===== config.mk =====
export PLATFORM = sky130hd
export DESIGN_NAME = cache_controller_lru_wb_wt_core
export DESIGN_NICKNAME = d
export VERILOG_FILES = /design/src/design/cclru_pkg.sv /design/src/design/cclru_store.sv /design/src/design/cclru_outreg.sv /design/src/design/cclru_ctrl.sv /design/src/design/cache_controller_lru_wb_wt_core.sv
export SDC_FILE = /design/constraint.sdc
export NUM_CORES = 1
export LEC_CHECK = 0
export BUFFER_PORTS_ARGS = -buffer_cell sky130_fd_sc_hd__buf_2
export CAP_MARGIN = 20
export CORE_UTILIZATION = 61
export DETAILED_ROUTE_END_ITERATION = 10
export HOLD_SLACK_MARGIN = 0.06
export PLACE_DENSITY_LB_ADDON = 0.15
export SLEW_MARGIN = 20
export SYNTH_ARGS = -nofsm -noshare
export SYNTH_HDL_FRONTEND = slang
export SYNTH_SLANG_ARGS = --single-unit

===== constraint.sdc =====
create_clock -name clk_i -period 5.6 [get_ports clk_i]
set_clock_uncertainty 0.2 [all_clocks]
set_input_delay 0.28 -clock clk_i [delete_from_list [all_inputs] [get_ports clk_i]]
set_output_delay 0.28 -clock clk_i [all_outputs]
set_load 0.05 [all_outputs]

===== src/design/cclru_pkg.sv =====
// Shared types and constants of the LRU word cache controller.
// Used by every module of the block; depends on nothing.
package cclru_pkg;

  localparam int unsigned LINES = 8;
  localparam int unsigned LW = $clog2(LINES);
  localparam int unsigned CW = LW + 1;

  localparam int unsigned S_TDATA_W = 48;
  localparam int unsigned M_TDATA_W = 56;

  typedef logic [LW-1:0] idx_t;
  typedef logic [LW-1:0] age_t;
  typedef logic [CW-1:0] cnt_t;

  localparam age_t AGE_TOP = age_t'(LINES - 1);
  localparam idx_t IDX_LAST = idx_t'(LINES - 1);

  localparam logic CFG_ASSOC = 1'b0;
  localparam logic CFG_WB_MODE = 1'b1;

  typedef enum logic [1:0] {
    KIND_WB    = 2'd0,
    KIND_FILL  = 2'd1,
    KIND_WT    = 2'd2,
    KIND_REPLY = 2'd3
  } kind_e;

  typedef struct packed {
    logic        valid;
    logic [15:0] tag;
    age_t        age;
    logic        dirty;
    logic [15:0] data;
  } line_t;

  typedef struct packed {
    logic  we;
    idx_t  waddr;
    line_t wdata;
    logic  re;
    idx_t  raddr;
  } mem_req_t;

  typedef struct packed {
    kind_e       kind;
    logic [15:0] mem_address;
    logic [15:0] mem_data;
    logic        mem_byte;
    logic [15:0] read_data;
    logic        hit;
    logic        last;
  } result_t;

endpackage


===== src/design/cclru_store.sv =====
// Line store: one entry per cache line holding tag, age, flags and data.
// Synchronous memory with one write and one registered read per cycle; uses cclru_pkg.
module cclru_store import cclru_pkg::*; (
  input  logic     clk_i,
  input  mem_req_t req_i,
  output line_t    rdata_o
);

  line_t mem [LINES];
  line_t rdata_q;

  always_ff @(posedge clk_i) begin
    if (req_i.we) begin
      mem[req_i.waddr] <= req_i.wdata;
    end
    if (req_i.re) begin
      rdata_q <= mem[req_i.raddr];
    end
  end

  assign rdata_o = rdata_q;

endmodule


===== src/design/cclru_outreg.sv =====
// Output register of the result stream, with tdata and tuser packing.
// Uses cclru_pkg.
module cclru_outreg import cclru_pkg::*; (
  input  logic                 clk_i,
  input  logic                 rst_ni,
  input  logic                 load_i,
  input  result_t              res_i,
  output logic                 ready_o,
  output logic                 tvalid_o,
  input  logic                 tready_i,
  output logic [M_TDATA_W-1:0] tdata_o,
  output logic [1:0]           tuser_o,
  output logic                 tlast_o
);

  logic    vld_q, vld_d;
  result_t res_q;

  assign ready_o = !vld_q || tready_i;

  always_comb begin
    vld_d = vld_q;
    if (load_i) begin
      vld_d = 1'b1;
    end else if (tready_i) begin
      vld_d = 1'b0;
    end
  end

  always_ff @(posedge clk_i or negedge rst_ni) begin
    if (!rst_ni) begin
      vld_q <= 1'b0;
    end else begin
      vld_q <= vld_d;
    end
  end

  always_ff @(posedge clk_i) begin
    if (load_i) begin
      res_q <= res_i;
    end
  end

  assign tvalid_o = vld_q;
  assign tdata_o  = {6'b0, res_q.hit, res_q.read_data, res_q.mem_byte, res_q.mem_data,
                     res_q.mem_address};
  assign tuser_o  = res_q.kind;
  assign tlast_o  = res_q.last;

endmodule


===== src/design/cclru_ctrl.sv =====
// Access sequencer: clearing pass, tag and age search sweep, decision,
// age update sweep over the line store, and result emission. Uses cclru_pkg.
module cclru_ctrl import cclru_pkg::*; (
  input  logic        clk_i,
  input  logic        rst_ni,
  input  logic        assoc_i,
  input  logic        wb_mode_i,
  input  logic        in_valid_i,
  output logic        in_ready_o,
  input  logic        action_i,
  input  logic [15:0] addr_i,
  input  logic        byte_i,
  input  logic [15:0] wdata_i,
  input  logic [15:0] fdata_i,
  output mem_req_t    mem_req_o,
  input  line_t       mem_rdata_i,
  input  logic        out_ready_i,
  output logic        out_load_o,
  output result_t     out_res_o
);

  localparam logic [2:0] ST_CLR  = 3'd0;
  localparam logic [2:0] ST_IDLE = 3'd1;
  localparam logic [2:0] ST_SRCH = 3'd3;
  localparam logic [2:0] ST_DEC  = 3'd4;
  localparam logic [2:0] ST_UPD  = 3'd5;
  localparam logic [2:0] ST_EMIT = 3'd6;

  logic [2:0] state_q, state_d;
  cnt_t       cnt_q, cnt_d;
  logic       rd_vld_q, rd_vld_d;
  idx_t       rd_idx_q, rd_idx_d;
  idx_t       dix_q, dix_d;
  logic       hit_found_q, hit_found_d;
  logic [3:0] pend_q, pend_d;

  logic        act_q, byte_q;
  logic [15:0] addr_q, wd_q, fd_q;
  idx_t        hit_idx_q, hit_idx_d, vic_idx_q, vic_idx_d, sel_idx_q, sel_idx_d;
  line_t       hit_ent_q, hit_ent_d, vic_ent_q, vic_ent_d, new_ent_q, new_ent_d;
  age_t        old_age_q, old_age_d;
  logic        hit_q, hit_d;
  logic [15:0] wb_tag_q, wb_tag_d, wb_data_q, wb_data_d, rdat_q, rdat_d;

  logic        capture;
  logic        issue;
  logic        match;
  line_t       sel_ent, upd_ent;
  idx_t        sel_idx;
  logic        do_wb;
  logic [15:0] new_data;
  logic        new_dirty;

  assign issue   = (cnt_q < cnt_t'(LINES));
  assign match   = mem_rdata_i.valid && (mem_rdata_i.tag == addr_q);
  assign sel_ent = (assoc_i && hit_found_q) ? hit_ent_q : vic_ent_q;
  assign sel_idx = (assoc_i && hit_found_q) ? hit_idx_q : vic_idx_q;
  assign do_wb   = !hit_found_q && wb_mode_i && sel_ent.dirty;

  always_comb begin
    if (act_q) begin
      new_data  = byte_q ? {sel_ent.data[15:8], wd_q[7:0]} : wd_q;
      new_dirty = wb_mode_i ? 1'b1 : sel_ent.dirty;
    end else begin
      if (hit_found_q) begin
        new_data = sel_ent.data;
      end else begin
        new_data = byte_q ? {sel_ent.data[15:8], fd_q[7:0]} : fd_q;
      end
      new_dirty = do_wb ? 1'b0 : sel_ent.dirty;
    end
  end

  always_comb begin
    upd_ent = mem_rdata_i;
    if (rd_idx_q == sel_idx_q) begin
      upd_ent = new_ent_q;
    end else if (mem_rdata_i.age > old_age_q) begin
      upd_ent.age = mem_rdata_i.age - age_t'(1);
    end
  end

  always_comb begin
    state_d     = state_q;
    cnt_d       = cnt_q;
    rd_vld_d    = 1'b0;
    rd_idx_d    = rd_idx_q;
    dix_d       = dix_q;
    hit_found_d = hit_found_q;
    pend_d      = pend_q;
    hit_idx_d   = hit_idx_q;
    hit_ent_d   = hit_ent_q;
    vic_idx_d   = vic_idx_q;
    vic_ent_d   = vic_ent_q;
    sel_idx_d   = sel_idx_q;
    new_ent_d   = new_ent_q;
    old_age_d   = old_age_q;
    hit_d       = hit_q;
    wb_tag_d    = wb_tag_q;
    wb_data_d   = wb_data_q;
    rdat_d      = rdat_q;
    capture     = 1'b0;
    in_ready_o  = 1'b0;
    mem_req_o   = '0;
    out_load_o  = 1'b0;
    out_res_o   = '0;

    case (state_q)
      ST_CLR: begin
        mem_req_o.we          = 1'b1;
        mem_req_o.waddr       = cnt_q[LW-1:0];
        mem_req_o.wdata.age   = cnt_q[LW-1:0];
        cnt_d                 = cnt_q + cnt_t'(1);
        if (cnt_q[LW-1:0] == IDX_LAST) begin
          cnt_d   = '0;
          state_d = ST_IDLE;
        end
      end
      ST_IDLE: begin
        in_ready_o = 1'b1;
        if (in_valid_i) begin
          capture     = 1'b1;
          cnt_d       = '0;
          hit_found_d = 1'b0;
          dix_d       = idx_t'(addr_i[15:1] % LINES);
          state_d     = ST_SRCH;
        end
      end
      ST_SRCH: begin
        if (issue) begin
          mem_req_o.re    = 1'b1;
          mem_req_o.raddr = cnt_q[LW-1:0];
          cnt_d           = cnt_q + cnt_t'(1);
        end
        rd_vld_d = issue;
        rd_idx_d = cnt_q[LW-1:0];
        if (rd_vld_q) begin
          if (assoc_i) begin
            if (!hit_found_q && match) begin
              hit_found_d = 1'b1;
              hit_idx_d   = rd_idx_q;
              hit_ent_d   = mem_rdata_i;
            end
            if ((rd_idx_q == '0) || (mem_rdata_i.age < vic_ent_q.age)) begin
              vic_idx_d = rd_idx_q;
              vic_ent_d = mem_rdata_i;
            end
          end else if (rd_idx_q == dix_q) begin
            hit_found_d = match;
            vic_idx_d   = rd_idx_q;
            vic_ent_d   = mem_rdata_i;
          end
          if (rd_idx_q == IDX_LAST) begin
            state_d = ST_DEC;
          end
        end
      end
      ST_DEC: begin
        sel_idx_d       = sel_idx;
        old_age_d       = sel_ent.age;
        new_ent_d.valid = 1'b1;
        new_ent_d.tag   = addr_q;
        new_ent_d.age   = AGE_TOP;
        new_ent_d.dirty = new_dirty;
        new_ent_d.data  = new_data;
        hit_d           = hit_found_q;
        wb_tag_d        = sel_ent.tag;
        wb_data_d       = sel_ent.data;
        if (act_q) begin
          rdat_d = '0;
        end else begin
          rdat_d = byte_q ? {8'h00, new_data[7:0]} : new_data;
        end
        pend_d  = {1'b1, act_q && !wb_mode_i, !act_q && !hit_found_q, do_wb};
        cnt_d   = '0;
        state_d = ST_UPD;
      end
      ST_UPD: begin
        if (issue) begin
          mem_req_o.re    = 1'b1;
          mem_req_o.raddr = cnt_q[LW-1:0];
          cnt_d           = cnt_q + cnt_t'(1);
        end
        rd_vld_d = issue;
        rd_idx_d = cnt_q[LW-1:0];
        if (rd_vld_q) begin
          mem_req_o.we    = 1'b1;
          mem_req_o.waddr = rd_idx_q;
          mem_req_o.wdata = upd_ent;
          if (rd_idx_q == IDX_LAST) begin
            state_d = ST_EMIT;
          end
        end
      end
      ST_EMIT: begin
        out_load_o              = out_ready_i;
        out_res_o.mem_address   = addr_q;
        out_res_o.mem_byte      = byte_q;
        if (pend_q[0]) begin
          out_res_o.kind        = KIND_WB;
          out_res_o.mem_address = wb_tag_q;
          out_res_o.mem_data    = wb_data_q;
          out_res_o.mem_byte    = 1'b0;
          if (out_ready_i) begin
            pend_d[0] = 1'b0;
          end
        end else if (pend_q[1]) begin
          out_res_o.kind = KIND_FILL;
          if (out_ready_i) begin
            pend_d[1] = 1'b0;
          end
        end else if (pend_q[2]) begin
          out_res_o.kind     = KIND_WT;
          out_res_o.mem_data = new_ent_q.data;
          if (out_ready_i) begin
            pend_d[2] = 1'b0;
          end
        end else begin
          out_res_o.kind      = KIND_REPLY;
          out_res_o.read_data = rdat_q;
          out_res_o.hit       = hit_q;
          out_res_o.last      = 1'b1;
          if (out_ready_i) begin
            pend_d  = '0;
            state_d = ST_IDLE;
          end
        end
      end
      default: begin
        state_d = ST_IDLE;
      end
    endcase
  end

  always_ff @(posedge clk_i or negedge rst_ni) begin
    if (!rst_ni) begin
      state_q     <= ST_CLR;
      cnt_q       <= '0;
      rd_vld_q    <= 1'b0;
      rd_idx_q    <= '0;
      dix_q       <= '0;
      hit_found_q <= 1'b0;
      pend_q      <= '0;
    end else begin
      state_q     <= state_d;
      cnt_q       <= cnt_d;
      rd_vld_q    <= rd_vld_d;
      rd_idx_q    <= rd_idx_d;
      dix_q       <= dix_d;
      hit_found_q <= hit_found_d;
      pend_q      <= pend_d;
    end
  end

  always_ff @(posedge clk_i) begin
    if (capture) begin
      act_q  <= action_i;
      addr_q <= addr_i;
      byte_q <= byte_i;
      wd_q   <= wdata_i;
      fd_q   <= fdata_i;
    end
    hit_idx_q <= hit_idx_d;
    hit_ent_q <= hit_ent_d;
    vic_idx_q <= vic_idx_d;
    vic_ent_q <= vic_ent_d;
    sel_idx_q <= sel_idx_d;
    new_ent_q <= new_ent_d;
    old_age_q <= old_age_d;
    hit_q     <= hit_d;
    wb_tag_q  <= wb_tag_d;
    wb_data_q <= wb_data_d;
    rdat_q    <= rdat_d;
  end

endmodule


===== src/design/cache_controller_lru_wb_wt_core.sv =====
// Top level of the LRU word cache controller with write-back and write-through modes.
// Instantiates cclru_store, cclru_ctrl and cclru_outreg; uses cclru_pkg.
//
//   Channel    Direction  Handshake               Contents
//   s_axis     in         tvalid/tready           one access request
//   m_axis     out        tvalid/tready, tlast    bus transactions, then the reply
//   cfg        in         cfg_we_i                mode register writes
//
// An access makes two sweeps over the line store in either mode (search, then age
// update) through its single read port, and then emits its result items.
// After reset a clearing pass over all LINES entries initializes the store; no request is
// taken during it. A stalled output holds the sequencer in its emit phase.
module cache_controller_lru_wb_wt_core import cclru_pkg::*; (
  input  logic                 clk_i,
  input  logic                 rst_ni,
  input  logic                 s_axis_tvalid,
  output logic                 s_axis_tready,
  input  logic [S_TDATA_W-1:0] s_axis_tdata,  // address, write_data, fill_data
  input  logic [1:0]           s_axis_tuser,  // action, byte_access
  output logic                 m_axis_tvalid,
  input  logic                 m_axis_tready,
  output logic [M_TDATA_W-1:0] m_axis_tdata,  // mem_address, mem_data, mem_byte, read_data, hit
  output logic [1:0]           m_axis_tuser,  // kind
  output logic                 m_axis_tlast,
  input  logic                 cfg_we_i,
  input  logic                 cfg_idx_i,
  input  logic                 cfg_data_i
);

  logic     assoc_q, assoc_d;
  logic     wb_mode_q, wb_mode_d;
  mem_req_t mem_req;
  line_t    mem_rdata;
  logic     out_ready;
  logic     out_load;
  result_t  out_res;

  always_comb begin
    assoc_d   = assoc_q;
    wb_mode_d = wb_mode_q;
    if (cfg_we_i) begin
      case (cfg_idx_i)
        CFG_ASSOC:   assoc_d   = cfg_data_i;
        CFG_WB_MODE: wb_mode_d = cfg_data_i;
        default: begin
        end
      endcase
    end
  end

  always_ff @(posedge clk_i or negedge rst_ni) begin
    if (!rst_ni) begin
      assoc_q   <= 1'b1;
      wb_mode_q <= 1'b1;
    end else begin
      assoc_q   <= assoc_d;
      wb_mode_q <= wb_mode_d;
    end
  end

  cclru_store u_store (
    .clk_i   (clk_i),
    .req_i   (mem_req),
    .rdata_o (mem_rdata)
  );

  cclru_ctrl u_ctrl (
    .clk_i       (clk_i),
    .rst_ni      (rst_ni),
    .assoc_i     (assoc_q),
    .wb_mode_i   (wb_mode_q),
    .in_valid_i  (s_axis_tvalid),
    .in_ready_o  (s_axis_tready),
    .action_i    (s_axis_tuser[0]),
    .addr_i      (s_axis_tdata[15:0]),
    .byte_i      (s_axis_tuser[1]),
    .wdata_i     (s_axis_tdata[31:16]),
    .fdata_i     (s_axis_tdata[47:32]),
    .mem_req_o   (mem_req),
    .mem_rdata_i (mem_rdata),
    .out_ready_i (out_ready),
    .out_load_o  (out_load),
    .out_res_o   (out_res)
  );

  cclru_outreg u_outreg (
    .clk_i    (clk_i),
    .rst_ni   (rst_ni),
    .load_i   (out_load),
    .res_i    (out_res),
    .ready_o  (out_ready),
    .tvalid_o (m_axis_tvalid),
    .tready_i (m_axis_tready),
    .tdata_o  (m_axis_tdata),
    .tuser_o  (m_axis_tuser),
    .tlast_o  (m_axis_tlast)
  );

`ifndef SYNTHESIS
  a_no_same_entry: assert property (@(posedge clk_i) disable iff (!rst_ni)
    (mem_req.we && mem_req.re) |-> (mem_req.waddr != mem_req.raddr))
    else $error("line store read and written at the same entry");

  a_busy_on_partial: assert property (@(posedge clk_i) disable iff (!rst_ni)
    (m_axis_tvalid && !m_axis_tlast) |-> !s_axis_tready)
    else $error("request taken before the reply of the previous one");

  a_idle_after_reply: assert property (@(posedge clk_i) disable iff (!rst_ni)
    (out_load && out_res.last) |=> s_axis_tready)
    else $error("sequencer not idle after the reply");
`endif

endmodule

Yosys cells after proc, flatten, opt, wreduce, memory -nomap -nowiden. Memories as Yosys holds them, arrays and structs flattened. A register that Yosys moved wholly into a read port is not among the register bits. Cells that the tools add are included.

Reductions and logical operators: 35. Equality and inequality tests: 24. Mux-type cells: 73. Bitwise gates (word level): 2. Add/sub/neg operators: 2. Order comparisons: 3.

Operators with widths (number): $mux 16 (8); $mux 37 (3); $mux 17 (4); $mux 3 (16); $mux 41 (1); $mux 36 (1); $mux 1 (26); $mux 4 (6); $pmux 3 s6 (1); $eq 16x16->1 (1); $ne 2x1->1 const B (8); $pmux 4 s4 (1); $eq 3x3->1 const B (5); $pmux 3 s2 (2); $reduce_and 10->1 (1); $ne 2x2->1 const B (4); $pmux 4 s2 (1); $reduce_and 2->1 (4); $reduce_and 4->1 (2); $reduce_bool 2->1 (4); $logic_and 1x1->1 (7); $eq 3x3->1 (2); $logic_not 3->1 (2); $ne 3x2->1 const B (2); 18 further kinds (27).

Input bits: 57. Register bits after elaboration: 290. Bits in writable memories: 296. Word-level logic and storage cells: 185. Memories kept: 1.

Memories: u_store.mem (words 8, width 37, rd ports 1, clocked after memory_dff 1, wr ports 1, line cclru_store.sv:9) `line_t mem [LINES];`.

Logic depth before layout (Yosys ltp). Gate-level depths: netlist of run 1.

Depth in word-level cells: 7. Gate-level depth with buffers: 9. Mapped depth without buffers: 7.

By module. Synthesis of run 1 repeated with hierarchy kept, for this count alone.

Cell total of the unflattened synthesis: 1291. Area total of the unflattened synthesis: 24205.7 um^2.

Modules (own cells, without submodules): cclru_store (seq. area each 9999.6 um^2, times used 1, area an instance 12271.8 um^2, cells each 477); cclru_ctrl (seq. area each 6936.7 um^2, times used 1, area an instance 10157.2 um^2, cells each 745); cclru_outreg (seq. area each 1616.6 um^2, times used 1, area an instance 1687.9 um^2, cells each 63); cache_controller_lru_wb_wt_core (seq. area each 52.6 um^2, times used 1, area an instance 88.8 um^2, cells each 6).

Least setup slack after synthesis of run 1. No wires, ideal clock.

Kind: register to register. Start: reg u_ctrl.state_q[2]. End: reg u_ctrl.hit_ent_q[0] in the netlist's numbering (enable). Required time: 4.916 ns. Cell stages (with the launch flop): 7. Setup slack: 0.880 ns. Data arrival time: 4.037 ns. Cell sequence: dfrtp_1 > buf_6 > clkbuf_1 > or2_1 > nor4_1 > nand4_1 > nor3_1.

Longest elaborated chain between the ends: 2.

Ends and longest elaborated chain: from (decl) (line cclru_ctrl.sv:29) `logic [2:0] state_q, state_d;`; from (signal assigned) (line cclru_ctrl.sv:245) `state_q <= state_d;`; $eq 3x2->1 (line cclru_ctrl.sv:108) `case (state_q)`; $reduce_and 4->1 (no line); to (signal assigned) (line cclru_ctrl.sv:264) `hit_ent_q <= hit_ent_d;`; to (decl) (line cclru_ctrl.sv:40) `line_t hit_ent_q, hit_ent_d, vic_ent_q, vic_ent_d, new_ent_q, new_ent_d;`.

Every way passes these cells. A chain may end at the register's enable or synchronous reset.

Worst setup path after layout of run 1.
Start: reg u_ctrl.state_q[1]. End: reg u_store.rdata_o[15] (netlist name).

Longest elaborated chain between the ends: 3. Elaborated cells on any way between the ends: 4.

Ends and longest elaborated chain (line): $eq 3x2->1 or $eq 3x3->1 (tied branches) (cclru_ctrl.sv:108); $reduce_or 2->1 (no line) *; $mux 4 *.

Every way passes the cells marked *; elsewhere a longest branch is shown, timed or not.

==> results.cfg, run 1 <==
[floorplanning]
die_area_um2 = 41000
num_rows = 73
die_height_um = 203
die_x_um = 203
coreArea_um2 = 39700
io_pins = 118
start_util_pct = 61.8

[clock_network]
path_clk_slew_ns = 0.06
ctsHoldBuffers = 59
cts_tree = done
cts_resized = 0
cts_made_buffers = 61
htreeDepth = 2
cts_root_buf = clkbuf_16
clockBufferDepth = 3
cts_sinks = 623
post_cts_buffers = 0
clock_latency_ns = 0.62

[global_route]
grt_max_degree = 54
use_met2_pct = 39.4
grt_pass1_vias = 13200
grt_util_all_layers_pct = 25.9
antenna_found_initial = 0
grt_util_met1_pct = 39.2
top_usage_layer = met2
grt_use_met3_pct = 3.79
overflow = 0
grt_pass1_wl_um = 79000

[timing]
hold_viol = 0
post-route-period-util_pct = 65.6
finalSetupTns_ns = 0
fin_crit_ns = 3.67
rsz0062_at_grt = false
fin_ws_ns = 1.93
slew_headroom_pct = 28.0
whs_ns = 0.175
setup-violations-final = 0
tightest_slew_ns = 1.08
slew_viol_final = 0
max_freq_ghz = 0.272

[synth]
ys.flop_type = edfxtp_1
synthTopCellsByArea = edfxtp_1, mux2i_1, nor2_1
syn_area_um2 = 24500
synth_warnings = 0
synth_top_area_share_pct = 73.7
synth_cell_types = 60
avgSynthCellArea_um2 = 16.3
yosysTopAreaCell = edfxtp_1
synth_seq_cells = 623
synth_edf_count = 602
async_flop_share_pct = 3.37
netlist_instances = 1505
synth_seq_area_share_pct = 75.8

[final_layout]
n_antenna_cell = 0
nFillCells = 2497
syn2layout_area_growth_pct = 15.0
fin_cells = 2255
drive_gt1_share_pct = 17.7
nets = 1743

[power_and_ir_drop]
power_density_nw_per_um2 = 447
ir_drop_mv = 0.338
p_leak_nw = 10.3

[setup_path]
end_kind = flop
cp.required_ns = 5.80
setup.worst_path.class = reg2reg
crit_fanout = 52
crit_path_top_delay_cell = buf_4
worstPathArrival_ns = 3.87
crit_path_start_kind = flop
worst_path_largest_cell_delay_ns = 0.78
crit_chain = xor2_2 -> and3_2 -> nand2_4 -> buf_4 -> mux2i_1 -> a221oi_1

[detailed_routing]
drt_wl_total_um = 52600
vias_per_cell = 6.02
wl_per_cell_um = 23.3
via_count = 13600
drt_iter0_markers = 1403
detail-route-antenna-nets = 0
firstDrtPassIters = 8
drc = 2

[placed_design]
post-place-ws_ns = 2.03
routabilityCongestion = 0.890
hpwlAfterDp_um = 31000
placed_cells = 2081
io_buffers = 111

[outcome]
violations = DRC
status = finished, violations left

[job]
maxCapViolCount = 0

[min_path]
min_path_type = in2reg
==> through the flow <==
step	utilization [%]	cell area (µm²)	total power, mW
2_1_floorplan	-	24600	7.81
3_3_place_gp	64.3	25500	8.37
3_5_place_dp	64.3	25500	8.44
4_1_cts	71.0	28200	12.6
5_1_grt	71.0	28200	13.0
6_report	71.0	28200	12.6
==> cell usage after synthesis (2+ instances only) <==
master / n
a21oi_1: 59
clkbuf_1: 45
dfrtp_1: 19
nor2_1: 127
a21boi_0: 4
buf_2: 21
nand2_1: 91
a32o_1: 2
a22o_1: 17
o21ai_0: 13
ha_1: 8
mux2i_1: 180
nor4_1: 2
nor3_1: 53
a21o_1: 11
a221oi_2: 7
or2_2: 2
nor2b_1: 5
inv_1: 29
o22ai_1: 2
buf_4: 8
buf_6: 5
and2_1: 20
and3_1: 7
a221oi_1: 29
buf_12: 4
nand4_1: 9
mux2_2: 41
xnor2_1: 20
nand3_1: 5
edfxtp_1: 602
dfstp_2: 2
a211oi_1: 18
buf_1: 8
nor3b_1: 3
xor2_1: 3
==> per-layer routing <==
metal / routed length, µm / up-vias
li1: - / 6055
met4: 1170 / 0
met5: 0 / -
met1: 23000 / 6842
met3: 4060 / 87
met2: 24400 / 583
==> sequential cells by signal, summed over array words and instances (netlist names), 2 cells and up <==
register          cells
u_ctrl.wb_tag_q      16
u_ctrl.vic_idx_q      3
u_ctrl.wd_q          16
u_ctrl.hit_idx_q      3
u_ctrl.vic_ent_q     36
u_ctrl.hit_ent_q     36
u_ctrl.state_q        3
u_store.mem         296
u_ctrl.wb_data_q     16
u_store.rdata_o      37
u_ctrl.sel_idx_q      3
u_ctrl.rd_idx_q       3
u_ctrl.rdat_q        16
u_ctrl.old_age_q      3
u_ctrl.new_ent_q     33
u_ctrl.dix_q          3
u_ctrl.fd_q          16
u_ctrl.addr_q        16
u_outreg.tdata_o     50
u_ctrl.cnt_q          4
u_outreg.tuser_o      2
u_ctrl.pend_q         3
==> power breakdown <==
part / switching [mW] / internal, mW
registers: 0.523 / 5.81
logic: 1.23 / 0.855
clock network: 1.72 / 2.46
==> worst paths after layout <==
path                       cells past startpoint  slack, ns                   to               start
hold / removal                                 2       0.18    u_ctrl.addr_q[11]    s_axis_tdata[11]
min in group asynchronous                      3       0.53              assoc_q              rst_ni
setup reg to reg                               6       1.93  u_store.rdata_o[15]   u_ctrl.state_q[1]
hold reg to reg                                0       0.28  u_ctrl.hit_ent_q[8]  u_store.rdata_o[8]
max in group asynchronous                      4       3.17      u_ctrl.cnt_q[0]              rst_ni
setup / recovery                               6       1.93  u_store.rdata_o[15]   u_ctrl.state_q[1]
==> critical path: cells and delay by family, from the launching register on <==
family | cells | cell delay, ns
AOI/OAI and AO/OA | 1 | 0.38
xor gates and xnor gates | 1 | 0.19
buffers and inverters | 1 | 0.78
DFF | 1 | 0.73
muxes | 1 | 0.22
and+or+nand+nor | 2 | 0.89
==> kinds of logic after synthesis <==
group                      count (synthesis)  synth area share, %
xor gates and xnor gates                  24                0.887
and+or+nand+nor                          334                 6.08
DFF                                      623                 75.8
buffers and inverters                    121                 2.50
other                                      1               0.0153
AOI/OAI and AO/OA                        173                 5.05
adders and majority gates                  8                0.408
muxes                                    221                 9.23
==> cell usage in the layout (no fill, tap or decap), types with 41 or more instances in the layout <==
master         count
dlygate4sd3_1     59
clkbuf_16         63
buf_2            111
nand2_1           90
a21oi_1           59
nor2_1           123
edfxtp_1         602
mux2_2            41
nor3_1            50
mux2i_1          180
==> final cells by class <==
type	instances	area, µm²	area share (%)
clock buffers	72	1610	5.71
clock inverters	43	449	1.59
inverters	30	113	0.399
multi-input cells	766	5420	19.2
flip-flops and latches	623	18600	66.0
well taps	525	657	2.33
repair buffers	196	1350	4.80
Power figures use the tool's default switching activity.
==> run 2, diff against run 1 <==
- CORE_UTILIZATION: 61 -> 55
- clock period: 5.6 -> 2.9 ns (I/O delays scaled with it)
==> results.cfg, run 2 (synthesis results as in run 1) <==
[detailed_routing]
vias_per_cell = 5.70
wl_met2_um = 24200
route.met3.wl_um = 3990
firstDrtPassIters = 5
drc = 0
drt_wl_total_um = 53300
detail-route-antenna-nets = 0
via_count = 13700
wl_met1_um = 23900
highest_layer = met4
drt_iter0_markers = 1195
wl_per_cell_um = 22.1

[power_and_ir_drop]
power_density_nw_per_um2 = 826
ir_drop_mv = 0.501
p_leak_nw = 10.7
finalPower_mw = 24.1

[global_route]
overflow = 0
grt_util_all_layers_pct = 23.7
antenna_found_initial = 0
grt_pass1_vias = 13200
grt_max_degree = 54
grt_pass1_wl_um = 80100

[timing]
setup-violations-final = 0
slew_viol_final = 0
slew_headroom_pct = 31.2
max_freq_ghz = 0.373
rsz0062_at_grt = false
post-route-period-util_pct = 92.5
tightest_slew_ns = 1.03
fin_ws_ns = 0.217
hold_viol = 0
fin_crit_ns = 2.68

[floorplanning]
die_area_um2 = 45500
io_pins = 118
start_util_pct = 55.6
die_height_um = 213
coreArea_um2 = 44100
num_rows = 77
die_x_um = 213

[clock_network]
cts_made_buffers = 60
cts_resized = 0
cts_root_buf = clkbuf_16
htreeDepth = 2
cts_sinks = 623
cts_tree = done
clock_latency_ns = 0.61
ctsHoldBuffers = 105
path_clk_slew_ns = 0.06
post_cts_buffers = 0
clockBufferDepth = 3

[setup_path]
r2r_start = u_ctrl.state_q[1]
worstPathArrival_ns = 2.81
crit_path_start_kind = flop
rr_endpoint = u_store.rdata_o[22]
setup.worst_path.class = reg2reg
crit_fanout = 50
reg2reg_depth = 6
rrSetupSlack_ns = 0.22
cp.required_ns = 3.03
end_kind = flop

[final_layout]
layout_commonest_cell = edfxtp_1
nFillCells = 2969
fin_util_pct = 66.1
nets = 1832
largest_register_ff_count = 296
max_flop_register = u_store.mem
drive_gt1_share_pct = 18.8
n_antenna_cell = 0
most-common-layout-cells = edfxtp_1, mux2i_1, nor2_1
finalInstanceArea_um2 = 29200
fin_cells = 2405
syn2layout_area_growth_pct = 18.9

[placed_design]
routabilityCongestion = 0.874
io_buffers = 111
place_area_um2 = 26200
placed_cells = 2192
hpwlAfterDp_um = 31000
post-place-ws_ns = 0.216

[min_path]
worstHoldStart = s_axis_tdata[5]
hold-path-endpoint = u_ctrl.addr_q[5]
hold_depth = 2
min_path_type = in2reg

[outcome]
status = complete, no violations

[job]
maxCapViolCount = 0
[run 2: cell types whose count changed in the layout (fill, tap and decap cells not counted), moves of 4 or more]
cell and delta:
dlygate4sd3_1 +46, clkbuf_1 +5, buf_12 +19, clkinv_2 -4, buf_4 +25
[run 2: worst max path at each step]
| stage | cells after the start | slack (ns) | start | to |
|---|---|---|---|---|
| final | 6 | 0.22 | u_ctrl.state_q[1] | u_store.rdata_o[22] |
| after global routing | 6 | 0.12 | u_ctrl.state_q[1] | u_store.rdata_o[29] |
| after CTS | 6 | 0.20 | u_ctrl.state_q[1] | u_store.rdata_o[22] |
| after detailed placement | 6 | 0.22 | u_ctrl.state_q[1] | u_store.rdata_o[22] |
| after global placement | 6 | 0.21 | u_ctrl.state_q[1] | u_store.rdata_o[22] |
| after floorplan | 6 | -0.52 | u_ctrl.cnt_q[0] | u_store.mem[5][0] |
[run 2: through the flow]
stage | TNS [ns] | hold WS [ns]
finish | 0 | 0.0774
global route | 0 | 0.0622
CTS | 0 | 0.0608
detailed placement | 0 | -0.0372
global placement | 0 | -0.0482
floorplan | -47.55 | -0.351
[run 2: critical path, cell delays in order, from the launching register on]
cell,delay (ns)
dfrtp_1,0.51
xor2_2,0.24
and3_2,0.31
nand2_4,0.11
buf_12,0.31
mux2i_1,0.13
a221oi_1,0.57
[run 2: metal layers]
metal	vias up	track usage, %
li1	6228	-
met1	6840	35.6
met2	551	36.0
met3	83	3.97
met4	0	6.72
met5	-	0
[run 2: where the power goes]
part	switching, mW	internal (mW)	leakage (nW)
Combinational	2.67	1.88	4.00
Sequential	0.772	11.2	5.81
Clock	3.19	4.37	0.924
Total	6.64	17.5	10.7
[run 2: cell type report]
| cell class | instances | area [µm²] | share of cell area, % |
|---|---|---|---|
| sequential | 623 | 18600 | 63.8 |
| multi-input combinational | 766 | 5440 | 18.7 |
| timing repair buffer | 286 | 2380 | 8.16 |
| clock buffer | 75 | 1580 | 5.41 |
| tap | 592 | 741 | 2.54 |
| clock inverter | 33 | 313 | 1.07 |
| inverter | 30 | 113 | 0.386 |
